$ cat config.mk
export PLATFORM = sky130hd
export DESIGN_NAME = priority_mail_queue
export DESIGN_NICKNAME = d
export VERILOG_FILES = /design/src/hdl/pmq_pkg.sv /design/src/hdl/pmq_cell.sv /design/src/hdl/priority_mail_queue.sv
export SDC_FILE = /design/constraint.sdc
export NUM_CORES = 1
export LEC_CHECK = 0
export ABC_CLOCK_PERIOD_IN_PS = 4750
export BUFFER_PORTS_ARGS = -buffer_cell sky130_fd_sc_hd__buf_2
export CORE_MARGIN = 2
export CORE_UTILIZATION = 55
export DETAILED_ROUTE_END_ITERATION = 8
export PLACE_DENSITY = 0.76
export REMOVE_ABC_BUFFERS = 1
export SLEW_MARGIN = 0
export SYNTH_ARGS = -nofsm -noshare
export SYNTH_HDL_FRONTEND = slang
export SYNTH_SLANG_ARGS = --single-unit
export TNS_END_PERCENT = 20
$ cat constraint.sdc
create_clock -name clk -period 4.75 [get_ports clk]
set_input_delay 0.95 -clock clk [delete_from_list [all_inputs] [get_ports clk]]
set_output_delay 0.95 -clock clk [all_outputs]
set_load 0.03 [all_outputs]
$ cat src/hdl/pmq_pkg.sv
// ----------------------------------------------------------------------------
// pmq_pkg - shared types for the priority mail queue
// Item kinds, result codes, slot and FSM states and the chain control word.
// ----------------------------------------------------------------------------
package pmq_pkg;

    typedef enum logic [1:0] {
        KIND_SEND    = 2'd0,
        KIND_RECEIVE = 2'd1,
        KIND_CANCEL  = 2'd2,
        KIND_DONE    = 2'd3
    } kind_t;

    typedef enum logic [2:0] {
        RES_OK          = 3'd0,
        RES_CANCEL_WAIT = 3'd1,
        RES_CANCEL_EXEC = 3'd2,
        RES_FULL        = 3'd3,
        RES_EMPTY       = 3'd4
    } res_t;

    typedef enum logic [1:0] {
        SLOT_FREE  = 2'd0,
        SLOT_READY = 2'd1,
        SLOT_EXEC  = 2'd2,
        SLOT_STOP  = 2'd3
    } slot_t;

    typedef enum logic {
        ST_IDLE = 1'b0,
        ST_POP  = 1'b1
    } state_t;

    // control broadcast to every cell of the order chain
    typedef struct packed {
        logic       ins;
        logic       pop;
        logic [7:0] prio;
    } chain_ctl_t;

endpackage

$ cat src/hdl/pmq_cell.sv
// ----------------------------------------------------------------------------
// pmq_cell - one position of the sorted order chain
// Holds one queued slot handle and its priority; shifts on insert and pop.
// ----------------------------------------------------------------------------
module pmq_cell #(
    parameter int IW = 4
) (
    input  logic                 clk,
    input  logic                 rst_n,
    input  pmq_pkg::chain_ctl_t  ctl,
    input  logic [IW-1:0]        new_hnd,
    input  logic                 left_after,
    input  logic                 left_valid,
    input  logic [IW-1:0]        left_hnd,
    input  logic [7:0]           left_prio,
    input  logic                 right_valid,
    input  logic [IW-1:0]        right_hnd,
    input  logic [7:0]           right_prio,
    output logic                 after,
    output logic                 valid,
    output logic [IW-1:0]        hnd,
    output logic [7:0]           prio
);
    import pmq_pkg::*;

    logic          valid_reg, valid_next;
    logic [IW-1:0] hnd_reg, hnd_next;
    logic [7:0]    prio_reg, prio_next;

    // new item goes behind every entry of equal or lower number
    assign after = !valid_reg || (prio_reg > ctl.prio);

    always_comb
    begin
        valid_next = valid_reg;
        hnd_next   = hnd_reg;
        prio_next  = prio_reg;
        if (ctl.pop)
        begin
            valid_next = right_valid;
            hnd_next   = right_hnd;
            prio_next  = right_prio;
        end
        else if (ctl.ins && after)
        begin
            if (left_after)
            begin
                valid_next = left_valid;
                hnd_next   = left_hnd;
                prio_next  = left_prio;
            end
            else
            begin
                valid_next = 1'b1;
                hnd_next   = new_hnd;
                prio_next  = ctl.prio;
            end
        end
    end

    always_ff @(posedge clk or negedge rst_n)
    begin
        if (!rst_n)
            valid_reg <= 1'b0;
        else
            valid_reg <= valid_next;
    end

    always_ff @(posedge clk)
    begin
        hnd_reg  <= hnd_next;
        prio_reg <= prio_next;
    end

    assign valid = valid_reg;
    assign hnd   = hnd_reg;
    assign prio  = prio_reg;

endmodule

$ cat src/hdl/priority_mail_queue.sv
// ----------------------------------------------------------------------------
// priority_mail_queue - bounded mailbox queue sorted by priority
// Slot table plus a chain of cells that keeps queued slots in service order.
// ----------------------------------------------------------------------------
// Usage:
//   Raise start with an item while busy is low; the item is taken at that
//   edge. kind selects send, receive, cancel or done.
//   Each item gives one result, shown for exactly one cycle with valid high.
//   The receiver cannot stall, so results are never held back.
//   Send, cancel and done: result in the cycle after the item, one item per
//   cycle. Receive: busy rises after the item and one chain entry is popped
//   per cycle; stopped heads are freed on the way until a ready head or an
//   empty chain is met, and busy drops in the cycle the result shows. A receive
//   on an empty chain answers with status empty.
//   Insertion is done by all chain cells together: each compares its
//   priority with the new one and shifts right behind the insert point.
//   kernel_priority reads back at address 0 of the APB port, and a write to
//   either address sets it; write it only while the block is idle. pready is
//   always high. Reset frees every slot, empties the chain and clears kernel_priority.
// ----------------------------------------------------------------------------
module priority_mail_queue #(
    parameter int DEPTH = 16
) (
    input  logic        clk,
    input  logic        rst_n,
    input  logic        start,
    output logic        busy,
    input  logic [1:0]  kind,
    input  logic [7:0]  priority_req,
    input  logic [7:0]  sender_id,
    input  logic        from_interrupt,
    input  logic        wants_reply,
    input  logic [3:0]  handle,
    input  logic [31:0] result_value,
    output logic        valid,
    output logic [2:0]  status,
    output logic [3:0]  out_handle,
    output logic [7:0]  out_sender,
    output logic        sender_valid,
    output logic        reply_valid,
    output logic [31:0] reply_value,
    input  logic        psel,
    input  logic        penable,
    input  logic        pwrite,
    input  logic [0:0]  paddr,
    input  logic [31:0] pwdata,
    output logic [31:0] prdata,
    output logic        pready
);
    import pmq_pkg::*;

    localparam int IW = (DEPTH > 1) ? $clog2(DEPTH) : 1;

    // slot table
    slot_t      slot_st_reg   [DEPTH];
    logic       slot_wait_reg [DEPTH];
    logic       slot_chn_reg  [DEPTH];
    logic [8:0] slot_snd_reg  [DEPTH];

    logic [7:0] kprio_reg;
    state_t     state_reg, state_next;

    // result registers
    logic        valid_reg, valid_next;
    res_t        status_reg, status_next;
    logic [3:0]  ohnd_reg, ohnd_next;
    logic [7:0]  osnd_reg, osnd_next;
    logic        sval_reg, sval_next;
    logic        rval_reg, rval_next;
    logic [31:0] rword_reg, rword_next;

    // chain wiring
    logic          c_after [DEPTH];
    logic          c_valid [DEPTH];
    logic [IW-1:0] c_hnd   [DEPTH];
    logic [7:0]    c_prio  [DEPTH];
    chain_ctl_t    ctl;
    logic [IW-1:0] new_hnd;

    // table write controls
    logic          st_we, wt_we, ch_we, sd_we;
    logic [IW-1:0] st_idx, ch_idx;
    slot_t         st_val;
    logic          wt_val, ch_val;
    logic [7:0]    sd_prio;
    logic [8:0]    sd_snd;

    // lowest numbered free slot
    logic          free_found;
    logic [IW-1:0] free_idx;
    logic [31:0]   free_ext;

    always_comb
    begin
        free_found = 1'b0;
        free_idx   = '0;
        for (int i = DEPTH - 1; i >= 0; i--)
        begin
            if (slot_st_reg[i] == SLOT_FREE)
            begin
                free_found = 1'b1;
                free_idx   = IW'(i);
            end
        end
    end

    assign free_ext = 32'(free_idx);

    logic [31:0]   hext;
    logic          h_ok;
    logic [IW-1:0] hsel;
    logic [31:0]   head_ext;
    logic [IW-1:0] head;

    assign hext     = 32'(handle);
    assign h_ok     = hext < DEPTH;
    assign hsel     = hext[IW-1:0];
    assign head     = c_hnd[0];
    assign head_ext = 32'(head);

    always_comb
    begin
        state_next  = state_reg;
        valid_next  = 1'b0;
        status_next = RES_OK;
        ohnd_next   = '0;
        osnd_next   = '0;
        sval_next   = 1'b0;
        rval_next   = 1'b0;
        rword_next  = '0;
        ctl         = '0;
        new_hnd     = free_idx;
        st_we = 1'b0; st_idx = hsel; st_val = SLOT_FREE;
        wt_we = 1'b0; wt_val = 1'b0;
        ch_we = 1'b0; ch_idx = free_idx; ch_val = 1'b0;
        sd_we = 1'b0;
        sd_prio = from_interrupt ? kprio_reg : priority_req;
        sd_snd  = from_interrupt ? 9'd0 : {1'b1, sender_id};
        case (state_reg)
            ST_IDLE:
            begin
                if (start)
                begin
                    case (kind_t'(kind))
                        KIND_SEND:
                        begin
                            valid_next = 1'b1;
                            if (!free_found)
                                status_next = RES_FULL;
                            else
                            begin
                                ohnd_next = free_ext[3:0];
                                st_we  = 1'b1; st_idx = free_idx; st_val = SLOT_READY;
                                wt_we  = 1'b1; wt_val = !from_interrupt && wants_reply;
                                ch_we  = 1'b1; ch_val = 1'b1;
                                sd_we  = 1'b1;
                                ctl.ins  = 1'b1;
                                ctl.prio = sd_prio;
                            end
                        end
                        KIND_RECEIVE:
                            state_next = ST_POP;
                        KIND_CANCEL:
                        begin
                            valid_next = 1'b1;
                            if (h_ok && slot_st_reg[hsel] == SLOT_READY)
                                status_next = RES_CANCEL_WAIT;
                            else if (h_ok && slot_st_reg[hsel] == SLOT_EXEC)
                                status_next = RES_CANCEL_EXEC;
                            else
                                status_next = RES_EMPTY;
                            if (status_next != RES_EMPTY)
                            begin
                                st_we = 1'b1; st_val = SLOT_STOP;
                                wt_we = 1'b1; wt_val = 1'b0;
                            end
                        end
                        default:
                        begin
                            valid_next = 1'b1;
                            if (h_ok && (slot_st_reg[hsel] == SLOT_EXEC ||
                                (slot_st_reg[hsel] == SLOT_STOP && !slot_chn_reg[hsel])))
                            begin
                                st_we = 1'b1; st_val = SLOT_FREE;
                                wt_we = 1'b1; wt_val = 1'b0;
                                if (slot_wait_reg[hsel])
                                begin
                                    osnd_next  = slot_snd_reg[hsel][7:0];
                                    sval_next  = slot_snd_reg[hsel][8];
                                    rval_next  = 1'b1;
                                    rword_next = result_value;
                                end
                            end
                            else
                                status_next = RES_EMPTY;
                        end
                    endcase
                end
            end
            ST_POP:
            begin
                if (!c_valid[0])
                begin
                    valid_next  = 1'b1;
                    status_next = RES_EMPTY;
                    state_next  = ST_IDLE;
                end
                else
                begin
                    ctl.pop = 1'b1;
                    ch_we = 1'b1; ch_idx = head; ch_val = 1'b0;
                    st_we = 1'b1; st_idx = head;
                    if (slot_st_reg[head] == SLOT_READY)
                    begin
                        st_val     = SLOT_EXEC;
                        valid_next = 1'b1;
                        ohnd_next  = head_ext[3:0];
                        osnd_next  = slot_snd_reg[head][7:0];
                        sval_next  = slot_snd_reg[head][8];
                        state_next = ST_IDLE;
                    end
                    else
                    begin
                        // drop a stopped head and keep popping
                        st_val = SLOT_FREE;
                        wt_we  = 1'b1; wt_val = 1'b0;
                    end
                end
            end
            default:
                state_next = ST_IDLE;
        endcase
    end

    genvar g;
    generate
        for (g = 0; g < DEPTH; g++)
        begin : g_cell
            logic          l_after, l_valid, r_valid;
            logic [IW-1:0] l_hnd, r_hnd;
            logic [7:0]    l_prio, r_prio;
            if (g == 0)
            begin : g_first
                assign l_after = 1'b0;
                assign l_valid = 1'b0;
                assign l_hnd   = '0;
                assign l_prio  = '0;
            end
            else
            begin : g_mid
                assign l_after = c_after[g-1];
                assign l_valid = c_valid[g-1];
                assign l_hnd   = c_hnd[g-1];
                assign l_prio  = c_prio[g-1];
            end
            if (g == DEPTH - 1)
            begin : g_last
                assign r_valid = 1'b0;
                assign r_hnd   = '0;
                assign r_prio  = '0;
            end
            else
            begin : g_inner
                assign r_valid = c_valid[g+1];
                assign r_hnd   = c_hnd[g+1];
                assign r_prio  = c_prio[g+1];
            end
            pmq_cell #(.IW(IW)) u_cell (
                .clk        (clk),
                .rst_n      (rst_n),
                .ctl        (ctl),
                .new_hnd    (new_hnd),
                .left_after (l_after),
                .left_valid (l_valid),
                .left_hnd   (l_hnd),
                .left_prio  (l_prio),
                .right_valid(r_valid),
                .right_hnd  (r_hnd),
                .right_prio (r_prio),
                .after      (c_after[g]),
                .valid      (c_valid[g]),
                .hnd        (c_hnd[g]),
                .prio       (c_prio[g])
            );
        end
    endgenerate

    always_ff @(posedge clk or negedge rst_n)
    begin
        if (!rst_n)
        begin
            for (int i = 0; i < DEPTH; i++)
            begin
                slot_st_reg[i]   <= SLOT_FREE;
                slot_wait_reg[i] <= 1'b0;
                slot_chn_reg[i]  <= 1'b0;
            end
            state_reg <= ST_IDLE;
            valid_reg <= 1'b0;
            kprio_reg <= '0;
        end
        else
        begin
            if (st_we)
                slot_st_reg[st_idx] <= st_val;
            if (wt_we)
                slot_wait_reg[st_idx] <= wt_val;
            if (ch_we)
                slot_chn_reg[ch_idx] <= ch_val;
            state_reg <= state_next;
            valid_reg <= valid_next;
            if (psel && penable && pwrite && pready)
                kprio_reg <= pwdata[7:0];
        end
    end

    always_ff @(posedge clk)
    begin
        if (sd_we)
            slot_snd_reg[free_idx] <= sd_snd;
        status_reg <= status_next;
        ohnd_reg   <= ohnd_next;
        osnd_reg   <= osnd_next;
        sval_reg   <= sval_next;
        rval_reg   <= rval_next;
        rword_reg  <= rword_next;
    end

    assign busy         = (state_reg != ST_IDLE);
    assign valid        = valid_reg;
    assign status       = status_reg;
    assign out_handle   = ohnd_reg;
    assign out_sender   = osnd_reg;
    assign sender_valid = sval_reg;
    assign reply_valid  = rval_reg;
    assign reply_value  = rword_reg;
    assign prdata       = (paddr == 1'b0) ? {24'd0, kprio_reg} : 32'd0;
    assign pready       = 1'b1;

endmodule

==> results of run 1 <==
[area by class of cell]
cell class	instances	share of cell area (%)
repair buffers	231	4.890
well taps	615	2.610
multi-input cells	1472	41.25
clock buffers	72	4.741
inverters	56	0.7131
clock inverters	19	0.7301
flip-flops and latches	479	45.07
[critical path, delay by kind of cell (launching register included)]
kind	cells	cell delay [ns]
buffers and inverters	4	1.23
AOI/OAI and AO/OA	5	1.14
and+or+nand+nor	4	1.03
DFF	1	0.43
adders and majority gates	1	0.23
[cell families (layout without fill, tap and decap cells)]
logic type / Yosys count / after routing / share of synthesized area (%)
AND/OR/NAND/NOR: 516 / 516 / 9.881
other: 2 / 25 / 0.02856
adder cells (fa/ha/maj): 132 / 132 / 6.280
buffers and inverters: 219 / 378 / 3.697
multiplexers: 365 / 365 / 19.46
AO/OA/AOI/OAI: 434 / 434 / 10.14
flip-flops: 479 / 479 / 50.51
[worst paths after layout]
kind                                              start                                   to  slack (ns)  cells past startpoint
setup / recovery            slot_st_reg[28]$_DFFE_PN0P_  g_cell[12].u_cell.prio[1]$_DFFE_PP_        0.36                     14
hold / removal                                    rst_n                      valid$_DFF_PN0_        0.41                      1
setup reg to reg            slot_st_reg[28]$_DFFE_PN0P_  g_cell[12].u_cell.prio[1]$_DFFE_PP_        0.36                     14
hold reg to reg            slot_wait_reg[9]$_DFFE_PN0P_         slot_wait_reg[9]$_DFFE_PN0P_        0.49                      1
max in group asynchronous                         rst_n             kprio_reg[4]$_DFFE_PN0P_        3.41                      2
min in group clk           slot_wait_reg[9]$_DFFE_PN0P_         slot_wait_reg[9]$_DFFE_PN0P_        0.49                      1
[cell usage after synthesis (all sizes together) (4+ instances only)]
library cell | instances | area (um^2)
o311ai | 4 | 35.03
nand3b | 12 | 90.09
clkbuf | 112 | 420.4
buf | 51 | 341.6
nand2 | 242 | 930.9
ha | 132 | 1652
o21ai | 247 | 1251
mux2i | 184 | 1842
nor3b | 4 | 30.03
a21o | 22 | 172.7
inv | 56 | 210.2
dfrtp | 90 | 2252
nand4 | 12 | 75.07
o22ai | 23 | 156.4
o22a | 4 | 36.29
mux4 | 110 | 2477
nand3 | 33 | 165.2
mux2 | 71 | 799.5
a32oi | 9 | 78.83
nor3 | 51 | 407.9
a21boi | 13 | 97.60
edfxtp | 324 | 9729
a32o | 9 | 90.09
dfxtp | 65 | 1301
nor2b | 27 | 168.9
nor2 | 68 | 285.3
a211oi | 5 | 42.54
o31ai | 18 | 135.1
a31oi | 7 | 73.82
o21a | 9 | 67.56
nand2b | 9 | 56.30
and2 | 42 | 262.8
or2 | 5 | 31.28
a21oi | 48 | 244.0
[power by group]
group          internal (W)  total (W)  switching (W)
clock               0.00217    0.00384        0.00168
sequential          0.00516    0.00566       0.000505
combinational       0.00148    0.00338        0.00190
total               0.00880     0.0129        0.00408
[metrics by stage]
stage	area, um^2	TNS [ns]	util (%)	std cells
floorplan	25620	-1008.04	-	2007
global placement	27860	0	58.73	2853
detailed placement	27860	0	58.73	2853
CTS	29480	0	62.13	2944
global route	29480	0	62.13	2944
finish	29480	0	62.13	2944
[placed cells by master, fill, tap and decap left out, types with 12 or more instances in the layout]
| master | synthesis | layout |
|---|---|---|
| edfxtp_1 | 324 | 324 |
| nand2_1 | 237 | 237 |
| o21ai_0 | 237 | 237 |
| mux2i_1 | 184 | 184 |
| ha_1 | 132 | 132 |
| buf_2 | 15 | 127 |
| mux4_2 | 110 | 110 |
| buf_4 | 28 | 102 |
| dfrtp_1 | 90 | 90 |
| dfxtp_1 | 65 | 64 |
| nor2_1 | 64 | 63 |
| inv_1 | 56 | 56 |
| clkbuf_16 | 0 | 50 |
| a21oi_1 | 47 | 47 |
| mux2_1 | 43 | 43 |
| and2_1 | 36 | 35 |
| nand3_1 | 33 | 33 |
| mux2_2 | 28 | 28 |
| nor3_1 | 28 | 28 |
| nor2b_1 | 27 | 27 |
| conb_1 | 2 | 25 |
| o22ai_1 | 21 | 21 |
| a21o_1 | 21 | 21 |
| o31ai_1 | 18 | 18 |
| nor3_2 | 17 | 17 |
| clkbuf_1 | 112 | 15 |
| nand4_1 | 12 | 12 |
| a21boi_1 | 12 | 12 |
| nand3b_1 | 12 | 12 |
[routing by layer]
metal / wire length (um) / GRT usage, % / vias to the layer above
met5: 0 / 0 / -
met4: 1535 / 8.075 / 0
met3: 5398 / 5.184 / 123
met2: 32390 / 44.92 / 864
met1: 27250 / 36.17 / 9122
li1: - / - / 8348
==> impl_metrics.py, run 1 <==
metrics = {
    "timing": {
        "drv_slew": 0,
        "whs_ns": 0.4088,
        "fin_crit_ns": 4.392,
        "hold_viol": 0,
        "clock.fmax_mhz": 227.7,
        "fin_crit_sh_pct": 92.47,
        "fin_skew_ns": 0.03942,
        "tightest_slew_ns": 1.075,
        "finalSetupViolations": 0,
        "setup_ws_ns": 0.3575,
        "rsz0062_at_grt": "false",
        "relSlewSlack_pct": 28.33,
    },
    "global_route": {
        "grt_overflow": 0,
        "grt_max_degree": 298,
        "grt_pass1_wl_mm": 104.5,
        "grt_use_total_pct": 27.01,
        "grt_antenna_before_repair": 1,
        "grt_pass1_vias": 18620,
    },
    "critical_path": {
        "critical_path_class": "flop to flop",
        "crit_path_end_kind": "flop",
        "slowest_delay_ns": 0.64,
        "critPathMostFrequentCell": "buf_4",
        "critPathMaxFanout": 13,
        "cp_data_required_time_ns": 5.06,
        "cp_slowest_cell": "nor4_1",
        "cp-start-kind": "flop",
        "worst_ep_arrival_time_ns": 4.70,
        "worstPathCellList": "o22ai_1 > nor4_1 > a21oi_4 > and2_0 > inv_1 > buf_4 > ha_1 > nand3_1 > nor2_1 > a32oi_1 > a21boi_1 > buf_4 > o21ai_0 > buf_4",
    },
    "min_path": {
        "worstHoldPathType": "primary input to asynchronous set/reset pin",
    },
    "floorplan": {
        "num_io_pins": 179,
        "core_area_um2": 47450,
        "die_h_um": 222.7,
        "die-area_um2": 49580,
        "fp.dieW_um": 222.7,
        "rows": 80,
        "start_util_pct": 55.43,
    },
    "cts": {
        "clk_latency_ns": 0.64,
        "htree_levels": 2,
        "clockRootBuffer": "clkbuf_16",
        "clockBufferDepth": 3,
        "cts_setup_buffers": 0,
        "cts_made_buffers": 50,
        "cts_tree": "yes",
        "cts_resized": 0,
        "clk_pin_slew_worst_paths_ns": 0.06,
        "ctsHoldBuffers": 0,
        "clock_sinks": 479,
    },
    "synthesis": {
        "synth_cells": 2147,
        "yosysWarnings": 0,
        "syn_avg_cell_area_um2": 12.25,
        "synth-main-ff-cell": "edfxtp_1",
        "async_reset_ff_share_pct": 18.79,
        "synth_cell_types": 73,
        "synth_edf_count": 324,
        "ys_seq_area_share_pct": 50.51,
        "netlist_area_um2": 26300,
        "synth-seq-cells": 479,
    },
    "layout": {
        "area_growth_pct": 12.08,
        "layout.nets": 2517,
        "diodes": 0,
        "multiInputGateArea_um2": 12160,
        "register_area_um2": 13280,
        "largest_register_ffs": 144,
        "drive_gt1_share_pct": 21.25,
        "fillers": 3596,
    },
    "placement": {
        "gp_congestion": 0.9026,
        "port_buffers": 129,
        "hpwlAfterDp_mm": 45.17,
        "pre_cts_slack_ns": 0.1795,
    },
    "detailed_routing": {
        "wl_per_cell_um": 22.61,
        "drt_iter0_markers": 1907,
        "totalWireLength_mm": 66.58,
        "drt_pass1_iterations": 8,
        "viasPerCell": 6.269,
        "vias": 18460,
        "ant_nets": 0,
        "drc_errors": 0,
    },
    "power_and_ir_drop": {
        "total_power_w": 0.01289,
        "p_leak_nw": 11.26,
        "max-vdd-ir-drop_uv": 369.1,
        "power_density_nw_per_um2": 437.2,
    },
    "status": {
        "outcome": "complete, no violations",
    },
    "flow_run": {
        "cap_violations": 0,
    },
}
Note: power is estimated with default switching activity, not from simulation.
==> inputs of run 2 (changes only) <==
Settings changed: MAX_ROUTING_LAYER set to met4, SYNTH_HIERARCHICAL set to 1.
==> impl_metrics.py, run 2 <==
metrics = {
    "floorplan": {
        "core_area_um2": 49150,
        "die-area_um2": 51740,
        "num_io_pins": 179,
        "rows": 81,
        "die_h_um": 227.5,
        "start_util_pct": 55.87,
        "fp.dieW_um": 227.5,
    },
    "cts": {
        "cts_setup_buffers": 0,
        "ctsHoldBuffers": 0,
        "htree_levels": 2,
        "cts_resized": 0,
        "clock_sinks": 475,
        "cts_made_buffers": 50,
        "clk_latency_ns": 0.63,
        "clockRootBuffer": "clkbuf_16",
        "clk_pin_slew_worst_paths_ns": 0.06,
        "cts_tree": "yes",
        "clockBufferDepth": 3,
    },
    "critical_path": {
        "crit_path_end_kind": "flop",
        "cp_data_required_time_ns": 5.07,
        "worst_ep_arrival_time_ns": 4.59,
        "crit_family": "compound AO/OA/AOI/OAI gates",
        "slowest_delay_ns": 0.62,
        "worstPathBufferInverterCount": 2,
        "critical_path_class": "flop to flop",
        "regToRegSetupSlack_ns": 0.48,
        "critPathMaxFanout": 10,
        "cp-start-kind": "flop",
        "worstPathCellList": "o22ai_1 > or4_4 > o21ai_2 > nor2_2 > inv_1 > ha_1 > nand2_1 > o21ai_1 > a21oi_1 > o21ai_1 > buf_4 > mux2i_1 > o21ai_0",
        "cp_slowest_cell": "or4_4",
        "critPathMostFrequentCell": "o21ai_1",
    },
    "global_route": {
        "grt_max_degree": 227,
        "use_met3_pct": 4.078,
        "grt_use_total_pct": 28.75,
        "grt.busiest_layer": "met2",
        "grt_antenna_before_repair": 2,
        "grt_pass1_wl_mm": 111.3,
        "grt_overflow": 0,
        "use_met2_pct": 48.52,
        "grt_pass1_vias": 20050,
        "grt_use_met1_pct": 34.59,
    },
    "placement": {
        "place_inst": 3153,
        "hpwlAfterDp_mm": 49.10,
        "port_buffers": 129,
        "gp_congestion": 0.9094,
        "pre_cts_slack_ns": 0.3374,
        "post_dp_cell_area_um2": 29100,
    },
    "synthesis": {
        "netlist_area_um2": 27460,
        "synth_cells": 2390,
        "yosysWarnings": 6,
        "syn_avg_cell_area_um2": 11.49,
    },
    "timing": {
        "finalSetupViolations": 0,
        "drv_slew": 0,
        "tightest_slew_ns": 1.149,
        "setup_ws_ns": 0.4833,
        "rsz0062_at_grt": "false",
        "fin_crit_ns": 4.267,
        "relSlewSlack_pct": 23.42,
        "fin_crit_sh_pct": 89.82,
        "hold_viol": 0,
        "fin_skew_ns": 0.05757,
        "whs_ns": 0.4403,
        "clock.fmax_mhz": 234.4,
    },
    "layout": {
        "final_common_cell": "edfxtp_1",
        "area_growth_pct": 12.08,
        "fillers": 3751,
        "largest_register_ffs": 144,
        "layout.nets": 2768,
        "finalNonFillerCells": 3249,
        "multiInputGateArea_um2": 12770,
        "fin_area_um2": 30780,
        "register_area_um2": 13320,
        "drive_gt1_share_pct": 19.78,
        "final_cell_mix": "edfxtp_1, nand2_1, o21ai_0",
    },
    "detailed_routing": {
        "drt_iter0_markers": 1919,
        "viasPerCell": 6.153,
        "ant_nets": 0,
        "drt_pass1_iterations": 6,
        "vias": 19990,
        "totalWireLength_mm": 71.82,
        "drc_errors": 0,
        "wl_per_cell_um": 22.11,
    },
    "power_and_ir_drop": {
        "total_power_w": 0.01300,
        "max-vdd-ir-drop_uv": 317.5,
        "power_density_nw_per_um2": 422.3,
        "p_leak_nw": 12.93,
    },
    "flow_run": {
        "cap_violations": 0,
    },
    "min_path": {
        "worstHoldPathType": "primary input to asynchronous set/reset pin",
    },
    "status": {
        "outcome": "complete, no violations",
    },
}
[run 2: final timing paths]
check | depth (start not counted) | start | endpoint
setup / recovery | 13 | slot_st_reg[15]$_DFFE_PN0P_ | g_cell[4].u_cell/prio[6]$_DFFE_PP_
hold / removal | 1 | rst_n | slot_st_reg[31]$_DFFE_PN0P_
setup reg to reg | 13 | slot_st_reg[15]$_DFFE_PN0P_ | g_cell[4].u_cell/prio[6]$_DFFE_PP_
hold reg to reg | 2 | g_cell[15].u_cell/hnd[1]$_DFFE_PP_ | g_cell[14].u_cell/hnd[1]$_DFFE_PP_
max in group asynchronous | 2 | rst_n | g_cell[2].u_cell/valid$_DFFE_PN0P_
min in group clk | 2 | g_cell[15].u_cell/hnd[1]$_DFFE_PP_ | g_cell[14].u_cell/hnd[1]$_DFFE_PP_
[run 2: metal layers]
metal  wire (um)  share of wire [%]  vias to the layer above
li1            -                  -                     9034
met1       27830                 39                     9811
met2       35760                 50                      943
met3        5169                7.2                      204
met4        3063                4.3                        0
met5           0                  0                        -
[run 2: power by group]
group | total (W) | switching (W) | leakage [nW] | internal, W
clock | 0.00394 | 0.00169 | 0.828 | 0.00225
sequential | 0.00573 | 0.000499 | 4.72 | 0.00523
combinational | 0.00332 | 0.00198 | 7.39 | 0.00134
total | 0.0130 | 0.00417 | 12.9 | 0.00882
[run 2: final cells by class]
class | instances | share of cell area [%]
inverter | 205 | 2.524
sequential | 475 | 43.28
multi-input combinational | 1601 | 41.50
timing repair buffer | 208 | 4.528
tap | 664 | 2.699
clock buffer | 68 | 4.545
antenna | 2 | 0.01626
clock inverter | 26 | 0.9065
[run 2: stage by stage]
stage	util (%)	TNS, ns
floorplan	-	-1496.85
global placement	59.20	0
detailed placement	59.20	0
CTS	62.61	0
global route	62.62	0
finish	62.62	0
[run 2: worst register-to-register path, cell delays in order (launching register included)]
cell     delay, ns
dfrtp_1       0.48
o22ai_1       0.19
or4_4         0.62
o21ai_2       0.63
nor2_2        0.27
inv_1         0.12
ha_1          0.19
nand2_1       0.06
o21ai_1       0.21
a21oi_1       0.10
o21ai_1       0.44
buf_4         0.31
mux2i_1       0.27
o21ai_0       0.10
==> inputs of run 3 (changes only) <==
Settings changed: ABC_CLOCK_PERIOD_IN_PS 4750 to 4400, GPL_TIMING_DRIVEN set to 0, PLACE_DENSITY 0.76 to not set, PLACE_DENSITY_LB_ADDON set to 0.08.
Clock period 4.75 ns to 4.4 ns, I/O delays scaled along.
==> impl_metrics.py, run 3 (synthesis gave the netlist of run 2 again) <==
metrics = {
    "placement": {
        "port_buffers": 129,
        "gp_congestion": 0.8653,
        "post_dp_cell_area_um2": 28890,
        "hpwlAfterDp_mm": 45.72,
    },
    "critical_path": {
        "cp_data_required_time_ns": 4.94,
        "crit_path_end_kind": "flop",
        "critPathMaxFanout": 21,
        "cp-start-kind": "flop",
        "worstRegToRegCells": 9,
        "worst_ep_arrival_time_ns": 4.81,
        "critical_path_class": "flop to flop",
    },
    "detailed_routing": {
        "viasPerCell": 6.039,
        "totalWireLength_mm": 69.17,
        "ant_nets": 0,
        "vias": 19350,
        "wl_per_cell_um": 21.59,
        "drt_iter0_markers": 1635,
        "drc_errors": 0,
        "drt_pass1_iterations": 6,
    },
    "floorplan": {
        "rows": 81,
        "start_util_pct": 55.87,
        "fp.dieW_um": 227.5,
        "core_area_um2": 49150,
        "die-area_um2": 51740,
        "num_io_pins": 179,
        "die_h_um": 227.5,
    },
    "min_path": {
        "worstHoldPathType": "primary input to asynchronous set/reset pin",
    },
    "global_route": {
        "grt_overflow": 0,
        "grt_use_total_pct": 27.79,
        "grt_max_degree": 216,
        "grt_pass1_vias": 19190,
        "grt_antenna_before_repair": 0,
        "grt_pass1_wl_mm": 107.4,
    },
    "layout": {
        "final_common_cell": "edfxtp_1",
        "layout.nets": 2724,
        "post-route-util_pct": 62.73,
        "diodes": 0,
        "final_cell_mix": "edfxtp_1, nand2_1, o21ai_0",
        "drive_gt1_share_pct": 19.06,
        "area_growth_pct": 12.28,
        "fin_area_um2": 30840,
        "largest_register_ffs": 144,
    },
    "cts": {
        "clockBufferDepth": 3,
        "ctsHoldBuffers": 0,
        "htree_levels": 2,
        "clock_sinks": 475,
        "clk_latency_ns": 0.62,
        "clockRootBuffer": "clkbuf_16",
        "cts_tree": "yes",
        "clk_pin_slew_worst_paths_ns": 0.06,
        "cts_made_buffers": 51,
    },
    "timing": {
        "tightest_slew_ns": 1.419,
        "drv_slew": 0,
        "relSlewSlack_pct": 5.072,
        "fin_crit_ns": 4.263,
        "fin_crit_sh_pct": 96.88,
        "whs_ns": 0.1908,
        "final.setup.tns_ns": 0,
        "clock.fmax_mhz": 234.6,
        "finalSetupViolations": 0,
        "hold_viol": 0,
        "rsz0062_at_grt": "false",
        "fin_skew_ns": 0.02322,
    },
    "power_and_ir_drop": {
        "intPower_w": 0.009817,
        "sequentialPowerShare_pct": 43.2,
        "p_clk_share_pct": 31.9,
        "swShare_pct": 31.62,
        "total_power_w": 0.01436,
        "p_leak_nw": 12.82,
        "p_comb_share_pct": 24.9,
        "power_density_nw_per_um2": 465.6,
        "switchingPower_w": 0.004539,
        "max-vdd-ir-drop_uv": 312.6,
    },
    "status": {
        "outcome": "complete, no violations",
    },
    "flow_run": {
        "cap_violations": 0,
    },
}
run 3: cell types whose count changed in the layout (fill, tap and decap cells not counted), moves of 3 or more:
| cell | previous run | this run |
|---|---|---|
| buf_4 | 69 | 10 |
| buf_6 | 0 | 7 |
| bufinv_16 | 3 | 8 |
| nor2_4 | 1 | 8 |
| clkinvlp_4 | 1 | 4 |
| buf_16 | 0 | 10 |
| o21ai_4 | 0 | 6 |
| clkinv_2 | 14 | 11 |
| buf_12 | 12 | 3 |
| clkbuf_8 | 8 | 4 |
| o21ai_2 | 1 | 5 |
| o21ai_1 | 79 | 70 |
| buf_8 | 0 | 3 |
run 3: routing by layer:
layer  up-vias  GRT usage (%)  part of all wire, %
met3       129          3.820                  6.1
met1      9588          36.13                   42
li1       8948              -                    -
met4         0          9.150                  2.7
met2       683          45.25                   49
met5         -              -                    0
run 3: cell type report:
cell class	count	area, um^2
well taps	664	830.8
flip-flops and latches	475	13320
inverters	205	779.5
fillers	3864	18320
clock inverters	33	444.2
multi-input cells	1605	12930
clock buffers	63	1361
repair buffers	159	1165
run 3: power by group through the flow:
stage	logic [W]	clock network, W	registers (W)
finish	0.00357	0.00459	0.00620
global route	0.00396	0.00483	0.00627
CTS	0.00354	0.00466	0.00619
detailed placement	0.00350	0	0.00627
global placement	0.00341	0	0.00632
floorplan	0.00264	0	0.00610
run 3: repair_timing:
action / 4_1_cts / 5_1_grt
endpoints found under the setup margin: 436 / 190
buffers inserted: 4 / 1
pin swaps: 5 / 1
cloned: 4 / 0
gates resized for setup: 2 / 11
endpoints found under the hold margin: 0 / 0
run 3: stage by stage:
step	instances	setup slack, ns
6_report	3204	0.1374
5_1_grt	3204	0.005375
4_1_cts	3203	0.006385
3_5_place_dp	3099	-1.214
3_3_place_gp	3074	-8.845
2_1_floorplan	2281	-4.646
run 3: final timing paths:
kind / start / slack (ns) / to
hold / removal: rst_n / 0.19 / kprio_reg[5]$_DFFE_PN0P_
min in group clk: result_value[6] / 0.47 / reply_value[6]$_SDFF_PP0_
hold reg to reg: slot_chn_reg[13]$_DFFE_PN0P_ / 0.49 / slot_chn_reg[13]$_DFFE_PN0P_
setup / recovery: g_cell[0].u_cell/hnd[1]$_DFFE_PP_ / 0.14 / slot_st_reg[5]$_DFFE_PN0P_
max in group asynchronous: rst_n / 3.46 / slot_chn_reg[9]$_DFFE_PN0P_
setup reg to reg: g_cell[0].u_cell/hnd[1]$_DFFE_PP_ / 0.14 / slot_st_reg[5]$_DFFE_PN0P_
run 3: critical path, cell delays in order (launching register included):
cell and delay, ns:
edfxtp_1 1.25, inv_1 0.41, a21oi_1 0.25, nor3_1 0.11, nor4_2 0.90, buf_4 0.32, nand2_1 0.11, o21ai_1 0.42
buf_6 0.24, mux2_2 0.16
